## config.mk

```make
export PLATFORM = sky130hd
export DESIGN_NAME = per_source_auth_lockout_table
export DESIGN_NICKNAME = d
export VERILOG_FILES = /design/src/design/psalt_pkg.sv /design/src/design/per_source_auth_lockout_table.sv /design/src/design/psalt_ctrl.sv /design/src/design/psalt_dp.sv
export SDC_FILE = /design/constraint.sdc
export NUM_CORES = 2
export LEC_CHECK = 0
export ABC_CLOCK_PERIOD_IN_PS = 10790
export CAP_MARGIN = 10
export CORE_UTILIZATION = 55
export DETAILED_ROUTE_END_ITERATION = 8
export DONT_BUFFER_PORTS = 1
export PLACE_DENSITY = 0.8
export RECOVER_POWER = 25
export SYNTH_ARGS = -nofsm -noshare
export SYNTH_HDL_FRONTEND = slang
export SYNTH_SLANG_ARGS = --single-unit
```

## constraint.sdc

```tcl
create_clock -name clk -period 10.79 [get_ports clk]
set_input_delay 0.5395 -clock clk [delete_from_list [all_inputs] [get_ports clk]]
set_output_delay 0.5395 -clock clk [all_outputs]
set_load 0.1 [all_outputs]
```

## src/design/psalt_pkg.sv

```systemverilog
// Package for the per-source authentication lockout table.
// Holds widths, operation codes, register map, beat structs and controller/datapath links.
// No dependencies.
package psalt_pkg;

	// Slot count; must stay a power of two (eviction slot is the low address bits).
	localparam int SLOTS  = 16;
	localparam int IDX_W  = $clog2(SLOTS);
	localparam int KEY_W  = 32;
	localparam int CNT_W  = 8;
	localparam int TIME_W = 48;
	localparam int DUR_W  = 32;
	localparam int PADDR_W = 3;

	localparam logic [1:0] FUNC_CHECK = 2'd0;
	localparam logic [1:0] FUNC_FAIL  = 2'd1;
	localparam logic [1:0] FUNC_OK    = 2'd2;

	localparam logic REG_LIMIT = 1'b0;
	localparam logic REG_DUR   = 1'b1;

	localparam logic [CNT_W-1:0] LIMIT_RST = CNT_W'(8);
	localparam logic [DUR_W-1:0] DUR_RST   = DUR_W'(30000);

	typedef struct packed {
		logic [1:0]        func;
		logic [KEY_W-1:0]  peer_address;
		logic [TIME_W-1:0] now_ms;
	} item_t;

	typedef struct packed {
		logic              locked;
		logic [TIME_W-1:0] lock_remaining_ms;
	} result_t;

	typedef struct packed {
		logic load;
		logic step;
		logic resolve;
		logic exec;
	} dp_cmd_t;

	typedef struct packed {
		logic scan_end;
	} dp_sts_t;

endpackage

```

## src/design/per_source_auth_lockout_table.sv

```systemverilog
// Top level of the per-source authentication lockout table: APB registers,
// controller and datapath. Depends on psalt_pkg, psalt_ctrl, psalt_dp.
//
//  channel  | handshake                      | payload
//  ---------+--------------------------------+----------------------------
//  item     | start & !busy                  | item (func, peer_address, now_ms)
//  result   | done, one cycle, no stall      | result (locked, lock_remaining_ms)
//  config   | psel & penable & pwrite, APB   | pwdata, paddr 0 limit, 4 lockout
//
// An item goes from acceptance to the done beat through a scan, one compare per
// cycle over the slot keys (stops at a match or at the last slot), a resolve
// step that picks the slot and an execute step that updates it. busy drops with
// done, so the next item may start in the done cycle. After reset the table is
// empty and usable at once. The receiver cannot stall; done lasts one cycle.
module per_source_auth_lockout_table (
	input  logic                            clk,
	input  logic                            arst_n,
	input  logic                            start,
	output logic                            busy,
	input  psalt_pkg::item_t                item,
	output logic                            done,
	output psalt_pkg::result_t              result,
	input  logic                            psel,
	input  logic                            penable,
	input  logic                            pwrite,
	input  logic [psalt_pkg::PADDR_W-1:0]   paddr,
	input  logic [31:0]                     pwdata,
	output logic [31:0]                     prdata,
	output logic                            pready
);
	import psalt_pkg::*;

	logic [CNT_W-1:0] limit_q;
	logic [DUR_W-1:0] dur_q;
	dp_cmd_t          cmd;
	dp_sts_t          sts;

	assign pready = 1'b1;

	always_ff @(posedge clk or negedge arst_n) begin
		if (!arst_n) begin
			limit_q <= LIMIT_RST;
			dur_q   <= DUR_RST;
		end else if (psel && penable && pwrite && pready) begin
			case (paddr[2])
				REG_LIMIT: limit_q <= pwdata[CNT_W-1:0];
				REG_DUR:   dur_q   <= pwdata[DUR_W-1:0];
				default:   limit_q <= limit_q;
			endcase
		end
	end

	always_comb begin
		case (paddr[2])
			REG_LIMIT: prdata = 32'(limit_q);
			REG_DUR:   prdata = 32'(dur_q);
			default:   prdata = '0;
		endcase
	end

	psalt_ctrl u_ctrl (
		.clk    (clk),
		.arst_n (arst_n),
		.start  (start),
		.sts    (sts),
		.cmd    (cmd),
		.busy   (busy),
		.done   (done)
	);

	psalt_dp u_dp (
		.clk                 (clk),
		.arst_n              (arst_n),
		.cmd                 (cmd),
		.item                (item),
		.failure_limit       (limit_q),
		.lockout_duration_ms (dur_q),
		.sts                 (sts),
		.result              (result)
	);

endmodule

```

## src/design/psalt_ctrl.sv

```systemverilog
// Controller for the lockout table: sequences load, slot scan, resolve and execute.
// Depends on psalt_pkg.
module psalt_ctrl (
	input  logic              clk,
	input  logic              arst_n,
	input  logic              start,
	input  psalt_pkg::dp_sts_t sts,
	output psalt_pkg::dp_cmd_t cmd,
	output logic              busy,
	output logic              done
);
	import psalt_pkg::*;

	typedef enum logic [1:0] {
		ST_IDLE,
		ST_SCAN,
		ST_RESOLVE,
		ST_EXEC
	} state_t;

	state_t state_q;
	logic   done_q;

	always_ff @(posedge clk or negedge arst_n) begin
		if (!arst_n) begin
			state_q <= ST_IDLE;
			done_q  <= 1'b0;
		end else begin
			done_q <= 1'b0;
			case (state_q)
				ST_IDLE: begin
					if (start) state_q <= ST_SCAN;
				end
				ST_SCAN: begin
					if (sts.scan_end) state_q <= ST_RESOLVE;
				end
				ST_RESOLVE: begin
					state_q <= ST_EXEC;
				end
				ST_EXEC: begin
					state_q <= ST_IDLE;
					done_q  <= 1'b1;
				end
				default: begin
					state_q <= ST_IDLE;
				end
			endcase
		end
	end

	always_comb begin
		cmd.load    = (state_q == ST_IDLE) && start;
		cmd.step    = (state_q == ST_SCAN);
		cmd.resolve = (state_q == ST_RESOLVE);
		cmd.exec    = (state_q == ST_EXEC);
	end

	assign busy = (state_q != ST_IDLE);
	assign done = done_q;

endmodule

```

## src/design/psalt_dp.sv

```systemverilog
// Datapath for the lockout table: slot storage, serial key scan, entry update, result.
// Depends on psalt_pkg.
module psalt_dp (
	input  logic                          clk,
	input  logic                          arst_n,
	input  psalt_pkg::dp_cmd_t            cmd,
	input  psalt_pkg::item_t              item,
	input  logic [psalt_pkg::CNT_W-1:0]   failure_limit,
	input  logic [psalt_pkg::DUR_W-1:0]   lockout_duration_ms,
	output psalt_pkg::dp_sts_t            sts,
	output psalt_pkg::result_t            result
);
	import psalt_pkg::*;

	logic [KEY_W-1:0]  key_q  [SLOTS];
	logic [CNT_W-1:0]  fail_q [SLOTS];
	logic [TIME_W-1:0] lock_q [SLOTS];

	item_t             item_q;
	logic [IDX_W-1:0]  idx_q;
	logic [IDX_W-1:0]  hit_q;
	logic [IDX_W-1:0]  free_q;
	logic              found_q;
	logic              have_free_q;

	logic [IDX_W-1:0]  sel_q;
	logic [KEY_W-1:0]  cur_key_q;
	logic [CNT_W-1:0]  cur_fail_q;
	logic [TIME_W-1:0] cur_lock_q;
	result_t           result_q;

	logic              scan_match;
	logic [IDX_W-1:0]  sel;
	logic              claim;
	logic              replace;
	logic [CNT_W-1:0]  fail_next;
	logic [TIME_W:0]   end_sum;
	logic [TIME_W-1:0] end_sat;
	logic              wr_en;
	logic [CNT_W-1:0]  wr_fail;
	logic [TIME_W-1:0] wr_lock;

	assign scan_match   = (key_q[idx_q] == item_q.peer_address);
	assign sts.scan_end = scan_match || (idx_q == IDX_W'(SLOTS - 1));

	always_comb begin
		if (found_q) begin
			sel = hit_q;
		end else if (have_free_q) begin
			sel = free_q;
		end else begin
			sel = item_q.peer_address[IDX_W-1:0];
		end
		claim   = (item_q.func == FUNC_CHECK) || (item_q.func == FUNC_FAIL);
		replace = claim && (key_q[sel] != item_q.peer_address);
	end

	always_comb begin
		fail_next = cur_fail_q + CNT_W'(1);
		end_sum   = {1'b0, item_q.now_ms} + (TIME_W + 1)'(lockout_duration_ms);
		end_sat   = end_sum[TIME_W] ? {TIME_W{1'b1}} : end_sum[TIME_W-1:0];
		wr_en     = 1'b0;
		wr_fail   = cur_fail_q;
		wr_lock   = cur_lock_q;
		case (item_q.func)
			FUNC_CHECK: begin
				wr_en = 1'b1;
			end
			FUNC_FAIL: begin
				wr_en   = 1'b1;
				wr_fail = fail_next;
				if (fail_next >= failure_limit) wr_lock = end_sat;
			end
			FUNC_OK: begin
				wr_en   = found_q;
				wr_fail = '0;
				wr_lock = '0;
			end
			default: begin
				wr_en = 1'b0;
			end
		endcase
	end

	always_ff @(posedge clk or negedge arst_n) begin
		if (!arst_n) begin
			for (int i = 0; i < SLOTS; i++) begin
				key_q[i]  <= '0;
				fail_q[i] <= '0;
				lock_q[i] <= '0;
			end
		end else if (cmd.exec && wr_en) begin
			key_q[sel_q]  <= cur_key_q;
			fail_q[sel_q] <= wr_fail;
			lock_q[sel_q] <= wr_lock;
		end
	end

	always_ff @(posedge clk or negedge arst_n) begin
		if (!arst_n) begin
			idx_q       <= '0;
			hit_q       <= '0;
			free_q      <= '0;
			found_q     <= 1'b0;
			have_free_q <= 1'b0;
		end else if (cmd.load) begin
			idx_q       <= '0;
			found_q     <= 1'b0;
			have_free_q <= 1'b0;
		end else if (cmd.step) begin
			idx_q <= idx_q + IDX_W'(1);
			if (scan_match) begin
				found_q <= 1'b1;
				hit_q   <= idx_q;
			end else if ((key_q[idx_q] == '0) && !have_free_q) begin
				have_free_q <= 1'b1;
				free_q      <= idx_q;
			end
		end
	end

	always_ff @(posedge clk) begin
		if (cmd.load) item_q <= item;
		if (cmd.resolve) begin
			sel_q <= sel;
			if (replace) begin
				cur_key_q  <= item_q.peer_address;
				cur_fail_q <= '0;
				cur_lock_q <= '0;
			end else begin
				cur_key_q  <= key_q[sel];
				cur_fail_q <= fail_q[sel];
				cur_lock_q <= lock_q[sel];
			end
		end
		if (cmd.exec) begin
			if ((item_q.func == FUNC_CHECK) && (cur_lock_q > item_q.now_ms)) begin
				result_q.locked            <= 1'b1;
				result_q.lock_remaining_ms <= cur_lock_q - item_q.now_ms;
			end else begin
				result_q.locked            <= 1'b0;
				result_q.lock_remaining_ms <= '0;
			end
		end
	end

	assign result = result_q;

endmodule

```

==> Word level (Yosys, flattened, before mapping) <==
Index checks and enable logic that the tools add are counted.
{ "op_classes": {"addsub": 4, "magnitude_cmp": 6, "n_eq_ne": 11, "muxes": 44, "n_bitwise": 6, "n_reduce_logical": 26} }
{ "op_table": {"columns": ["op", "n"], "rows": [
  ["768-bit bitwise mux", 1],
  ["512-bit bitwise mux", 1],
  ["32-bit binary-select mux with 4-bit select", 2],
  ["48-bit two-way mux", 5],
  ["48-bit binary-select mux with 4-bit select", 1],
  ["48-bit demux with 4-bit select", 1],
  ["32-bit two-way mux", 6],
  ["128-bit bitwise mux", 1],
  ["32-bit demux with 4-bit select", 1],
  ["48-bit one-hot mux with 2 select lines", 1],
  ["32-bit one-hot mux with 2 select lines", 1],
  ["48-bit by 32-bit adder with 49-bit output", 1],
  ["49-bit two-way mux", 1],
  ["48-bit > comparator", 1],
  ["48-bit subtractor", 1],
  ["8-bit binary-select mux with 4-bit select", 1],
  ["8-bit demux with 4-bit select", 1],
  ["32-bit == test", 1],
  ["32-bit zero test", 1],
  ["32-bit inequality test", 1],
  ["8-bit two-way mux", 3],
  ["4-bit two-way mux", 4],
  ["8-bit one-hot mux with 2 select lines", 1],
  ["5-bit greater-or-equal comparator, second input constant", 3],
  ["24 further kinds", 56]
]} }
{ "totals": {"ff_bits": 1688, "in_bits": 123, "output_inout_bits": 84, "wordCells": 163} }

==> Depth between registers and ports, before layout <==
{ "depth": {"word_depth": 10, "ltp_mapped": 19, "depth_no_buf": 14} }

==> Hierarchy <==
A second synthesis with hierarchy kept.
{ "hier_totals": {"cells_unflattened": 8521, "hier_area_um2": 84446.0} }
{ "modules_own_cells": {"columns": ["mod", "n_inst", "cells_each", "area_per_inst_um2", "seq_area_each_um2"], "rows": [
  ["psalt_dp", 1, 8381, 82324.0, 42280.6],
  ["per_source_auth_lockout_table", 1, 123, 1921.8, 1011.0],
  ["psalt_ctrl", 1, 17, 200.2, 75.1]
]} }

==> Worst setup path before layout <==
OpenSTA, ideal clock, no wires.
{ "synth_timing": {"path_type": "reg2reg", "from": "reg u_dp.have_free_q", "to": "reg u_dp.cur_key_q[17] (data pin)", "setup_ns": 0.260, "arrival_ns": 3.687, "t_required_ns": 10.530, "path_slack_ns": 6.843, "stages_incl_launch_ff": 16, "path_buffers": 4, "cell_sequence": "dfrtp_1 -> buf_4 -> mux2_4 -> o21ai_4 -> inv_4 -> buf_6 -> buf_6 -> mux2i_1 -> a221oi_1 -> mux2_2 -> a2111oi_0 -> nor4b_1 -> nand4_1 -> o32ai_4 -> buf_4 -> mux2_2"} }
{ "synth_via": {"elab_chain_cells": 9} }
{ "synth_rtl": {"columns": ["element", "line", "source"], "rows": [
  ["start: declaration", "psalt_dp.sv:24", "logic have_free_q;"],
  ["start signal: assignment", "psalt_dp.sv:105", "have_free_q <= 1'b0;"],
  ["start signal: assignment", "psalt_dp.sv:109", "have_free_q <= 1'b0;"],
  ["start signal: assignment", "psalt_dp.sv:116", "have_free_q <= 1'b1;"],
  ["4-bit two-way mux *", "psalt_dp.sv:49", "end else if (have_free_q) begin"],
  ["4-bit two-way mux *", "psalt_dp.sv:47", "if (found_q) begin"],
  ["4-bit inverter with 5-bit output (implied by the code) *", "psalt_dp.sv:55, psalt_dp.sv:131", null],
  ["32-bit binary-select mux with 4-bit select *", "psalt_dp.sv:55, psalt_dp.sv:131", null],
  ["32-bit two-way mux (implied by the code) * (2 in a row)", "psalt_dp.sv:55, psalt_dp.sv:131", null],
  ["32-bit inequality test", "psalt_dp.sv:55", "replace = claim && (key_q[sel] != item_q.peer_address);"],
  ["1-bit logical AND", "psalt_dp.sv:55", null],
  ["32-bit two-way mux *", "psalt_dp.sv:126", "if (replace) begin"],
  ["end signal: assignment", "psalt_dp.sv:127", "cur_key_q <= item_q.peer_address;"],
  ["end signal: assignment", "psalt_dp.sv:131", "cur_key_q <= key_q[sel];"],
  ["end: declaration", "psalt_dp.sv:27", "logic [KEY_W-1:0] cur_key_q;"]
]} }
Every way passes the cells marked *; elsewhere a longest branch is shown, timed or not. The select of a mux whose other input is x is not followed.
A chain may end at the register's enable or synchronous reset.

==> run summary <==
Power density relative to cell area: 283 nW/um2
Number of antenna-violating nets in the routed design: 0
I/O pin count: 207
GRT met1 Usage: 0.419
Global-route total usage across every layer: 0.316
Pin count of the biggest net entering global routing: 251
Postcts setup bufs: 0
Total of cells resized after clock tree synthesis: 0
Initial standard-cell utilization of the core: 0.553
Final setup violation count: 0
Setup_tns: 0 ns
Vias per inst: 6.70
TritonCTS clock tree: yes
Leakage Power: 0.0414 uW
Cells along the critical path: dlygate4sd3_1 > dlygate4sd3_1 > buf_16 > clkbuf_2 > buf_16 > buf_16 > buf_16
Area of the mapped netlist: 85200 um2
Net switching power of the design: 10200 uW
Final net count: 7467
Internal Power: 16300 uW
Arrival time of data at the critical path endpoint: 8.38 ns
Root buffer cell: clkbuf_16
Total wirelength of the detailed-routed design: 248000 um
Syn-to-layout area delta: 9.60%
Width of the die: 396 um
M3 GR Usage: 0.0790
Overall power consumption: 26500 uW
Least-Margin Pin Slew: 5.62 ns
Fraction of layout instances using a drive strength above 1: 0.199
Shortest period the worst path allows: 7.67 ns
Number of DRC violations after detailed-routing iteration 0: 8546
Hold Crit Class: in2reg
Slew headroom: -2.75
Violated checks: max-capacitance violations, max-slew violations
Peak supply drop: 0.220 mV
Number of enable flip-flop cells after synthesis: 223
Top cell type's share of synthesized area: 0.428
Area contributors post-synth: dfrtp_1 43%, mux4_2 11%, mux2_2 8.3%
Clock latency on the worst-skew pair: 0.85 ns
Filler cell count in the final layout: 11400
Cell type of the slowest stage on the worst timing path: clkbuf_2
Async SR Flop Fraction: 0.868
Layer carrying the most global-route usage: met2
Post-route fraction of the period consumed by the critical path: 0.711
Number of maximum-capacitance constraint violations: 12
Maximum root-to-sink buffer count: 3
Seq pwr share: 0.422
Fin Clk Skew: 0.0592 ns
Number of instances in the synthesized netlist: 7481
Combinational Power Share: 0.347
Status: finished with violations
Pins Over Slew Limit: 473
Highest net fanout along the worst path: 231
Startpoint type of the worst setup path: input pin
CP required: 11.50 ns
Classification of the worst setup path: in2async
Final hold viol count: 0
Critical Path Most Common Cell: buf_16
Die height: 396 um
Count of input and output buffers: 0
RePlAce Congestion: 0.910
Number of vias in the routed layout: 63200
Antenna violations before repair: 5
Clock Sink Count: 1688
Relative contribution of the clock network to total power: 0.231
1st-pass router iterations: 6
Global-route met2 utilization: 0.489
Switching share of power: 0.386
Maximum clock frequency: 130 MHz
Unrepaired setup endpoints after global routing: no
Synthesized Nets: 7706
DIE AREA: 157000 um2
Warning count from the yosys run: 0
Cts bufs inserted: 172
Number of standard-cell rows in the floorplan: 144
Cell variety after synth: 87
Post-route core utilization: 0.607
Via count of the first global-routing pass: 63400
Average size of a mapped cell: 11.4 um2
Crit. End Element: async pin
Biggest cell delay along the critical path: 3.93 ns
Final routed DRC violation total: 0
Ys flop type: dfrtp_1
Total half-perimeter wirelength after legalization and detailed placement: 142000 um
Largest delay share family, worst path: buffers and inverters
WL per Instance: 26.3 um
Cell type with the largest total area after synthesis: dfrtp_1
H-tree levels: 4
Sequential cell area fraction in the yosys report: 0.509
Crit path buffers/inverters: 7
Floorplan Core Area: 154000 um2
Seq cells post-synth: 1688
Overall overflow remaining after global route: 0
Clk pin slew, worst setup/hold paths: 0.07 ns
Wire length of the first global-routing pass: 382000 um
[logic make-up after synthesis]
group / after synthesis / synth area share
compound gates: 1503 / 0.105
xor+xnor: 178 / 0.0183
fa+ha+maj: 102 / 0.0151
buf+inv: 771 / 0.0362
flops: 1688 / 0.509
mux: 1245 / 0.217
other cells: 1 / 0.0000440
simple gates: 1993 / 0.100
[sequential cells by signal, summed over array words and instances (netlist names), 8 cells and up]
name,cells
u_dp.item_q,82
u_dp.fail_q,128
u_dp.cur_lock_q,48
u_dp.cur_key_q,32
u_dp.cur_fail_q,8
u_dp.lock_q,768
u_dp.key_q,512
limit_q,8
dur_q,32
u_dp.result,49
[area by class of cell]
type                    instances  area, um2  area share
diodes                          3       7.51   0.0000803
clock buffers                 256       5040      0.0540
clock inverters                62        774     0.00829
inverters                     132        528     0.00565
multi-input cells            5022      39000       0.417
flip-flops and latches       1688      43400       0.464
well taps                    2044       2560      0.0274
repair buffers                226       2160      0.0231
[repair_timing]
| action | in CTS | in global routing |
|---|---|---|
| hold endpoints to repair | 268 | 0 |
| endpoints found under the setup margin | 0 | 0 |
| hold buffers | 117 | 0 |
[stage by stage]
stage	hold slack, ns	setup slack [ns]	instance area (um2)	std cells
final	0.103	3.12	93400	9433
after global routing	0.0613	1.85	93400	9431
after global placement	0.244	3.78	86400	8985
after floorplan	0.244	6.84	85200	7481
after CTS	0.0764	3.77	93400	9421
after detailed placement	0.244	3.82	86400	8986
[Yosys cell counts (9+ instances only)]
cell type / number
a21oi_1: 138
a2111oi_0: 10
nand4_1: 52
a221oi_1: 62
xor2_1: 53
o221ai_1: 35
clkbuf_1: 504
buf_2: 62
a31oi_1: 29
a211o_1: 9
mux4_2: 417
a211oi_1: 19
mux2i_1: 191
nand3_1: 194
buf_4: 12
o211ai_1: 28
o21bai_1: 12
nand2b_1: 14
o31ai_1: 43
nor2_1: 153
nor4_1: 15
xnor2_1: 125
nor2b_1: 17
and3_1: 132
mux2_2: 628
buf_6: 9
edfxtp_1: 223
ha_1: 100
inv_1: 129
nand2_1: 1328
o22ai_1: 22
dfrtp_1: 1457
and2_1: 32
buf_1: 52
a21o_1: 72
a22oi_1: 12
o21ai_0: 908
a22o_1: 17
o21a_1: 13
nor3_1: 27
[routing by layer]
layer / up-vias / wire length, um / share of wire
li1: 26500 / - / -
met1: 31900 / 92900 / 0.37
met2: 3917 / 116000 / 0.47
met3: 878 / 26400 / 0.11
met4: 2 / 13100 / 0.053
met5: - / 13 / 0.000052
[power groups by stage]
stage / clock network, uW / logic, uW / registers [uW]
finish: 6120 / 9190 / 11200
global route: 6400 / 9870 / 11400
CTS: 6150 / 9000 / 11000
detailed placement: 0 / 8880 / 11100
global placement: 0 / 8580 / 10900
floorplan: 0 / 6880 / 10300
[layout by cell type (no fill, tap or decap), types with 15 or more instances in the layout]
master,count
and3_1,132
o21ai_0,907
nand3_1,190
clkbuf_1,46
o221ai_1,35
clkinv_2,27
a31oi_1,29
o211ai_1,28
nand2_1,1316
dlygate4sd3_1,117
mux2_2,627
dfrtp_1,1452
xor2_1,53
a22o_1,17
o31ai_1,43
clkbuf_16,173
nand4_1,52
edfxtp_1,223
mux4_2,417
nor4_1,15
and2_0,24
mux2i_1,191
xnor2_1,125
nor3_1,27
clkbuf_8,40
a211oi_1,18
ha_1,100
nor2b_1,16
nor2_1,151
a21o_1,72
a21oi_1,138
buf_4,94
a221oi_1,62
o22ai_1,22
inv_1,127
[path summary, 6_finish.rpt]
kind                                  start                 end  slack, ns  cells past startpoint
setup / recovery                     arst_n     u_dp.key_q[421]       3.12                      7
hold / removal                        start    u_dp.have_free_q       0.10                      2
setup reg to reg               u_dp.found_q  u_dp.cur_key_q[30]       3.64                     15
hold reg to reg            u_dp.lock_q[269]    u_dp.lock_q[269]       0.48                      2
max in group clk               u_dp.found_q  u_dp.cur_key_q[30]       3.64                     15
min in group asynchronous            arst_n         u_ctrl.done       0.54                      2
[worst register-to-register path: cells and delay by family (launching register included)]
family | cells | cell delay (ns)
flip-flops | 1 | 0.70
multiplexers | 2 | 0.87
buffers and inverters | 4 | 3.03
AND/OR/NAND/NOR | 4 | 0.94
AO/OA/AOI/OAI | 5 | 1.33
Note: power is estimated with default switching activity, not from simulation.
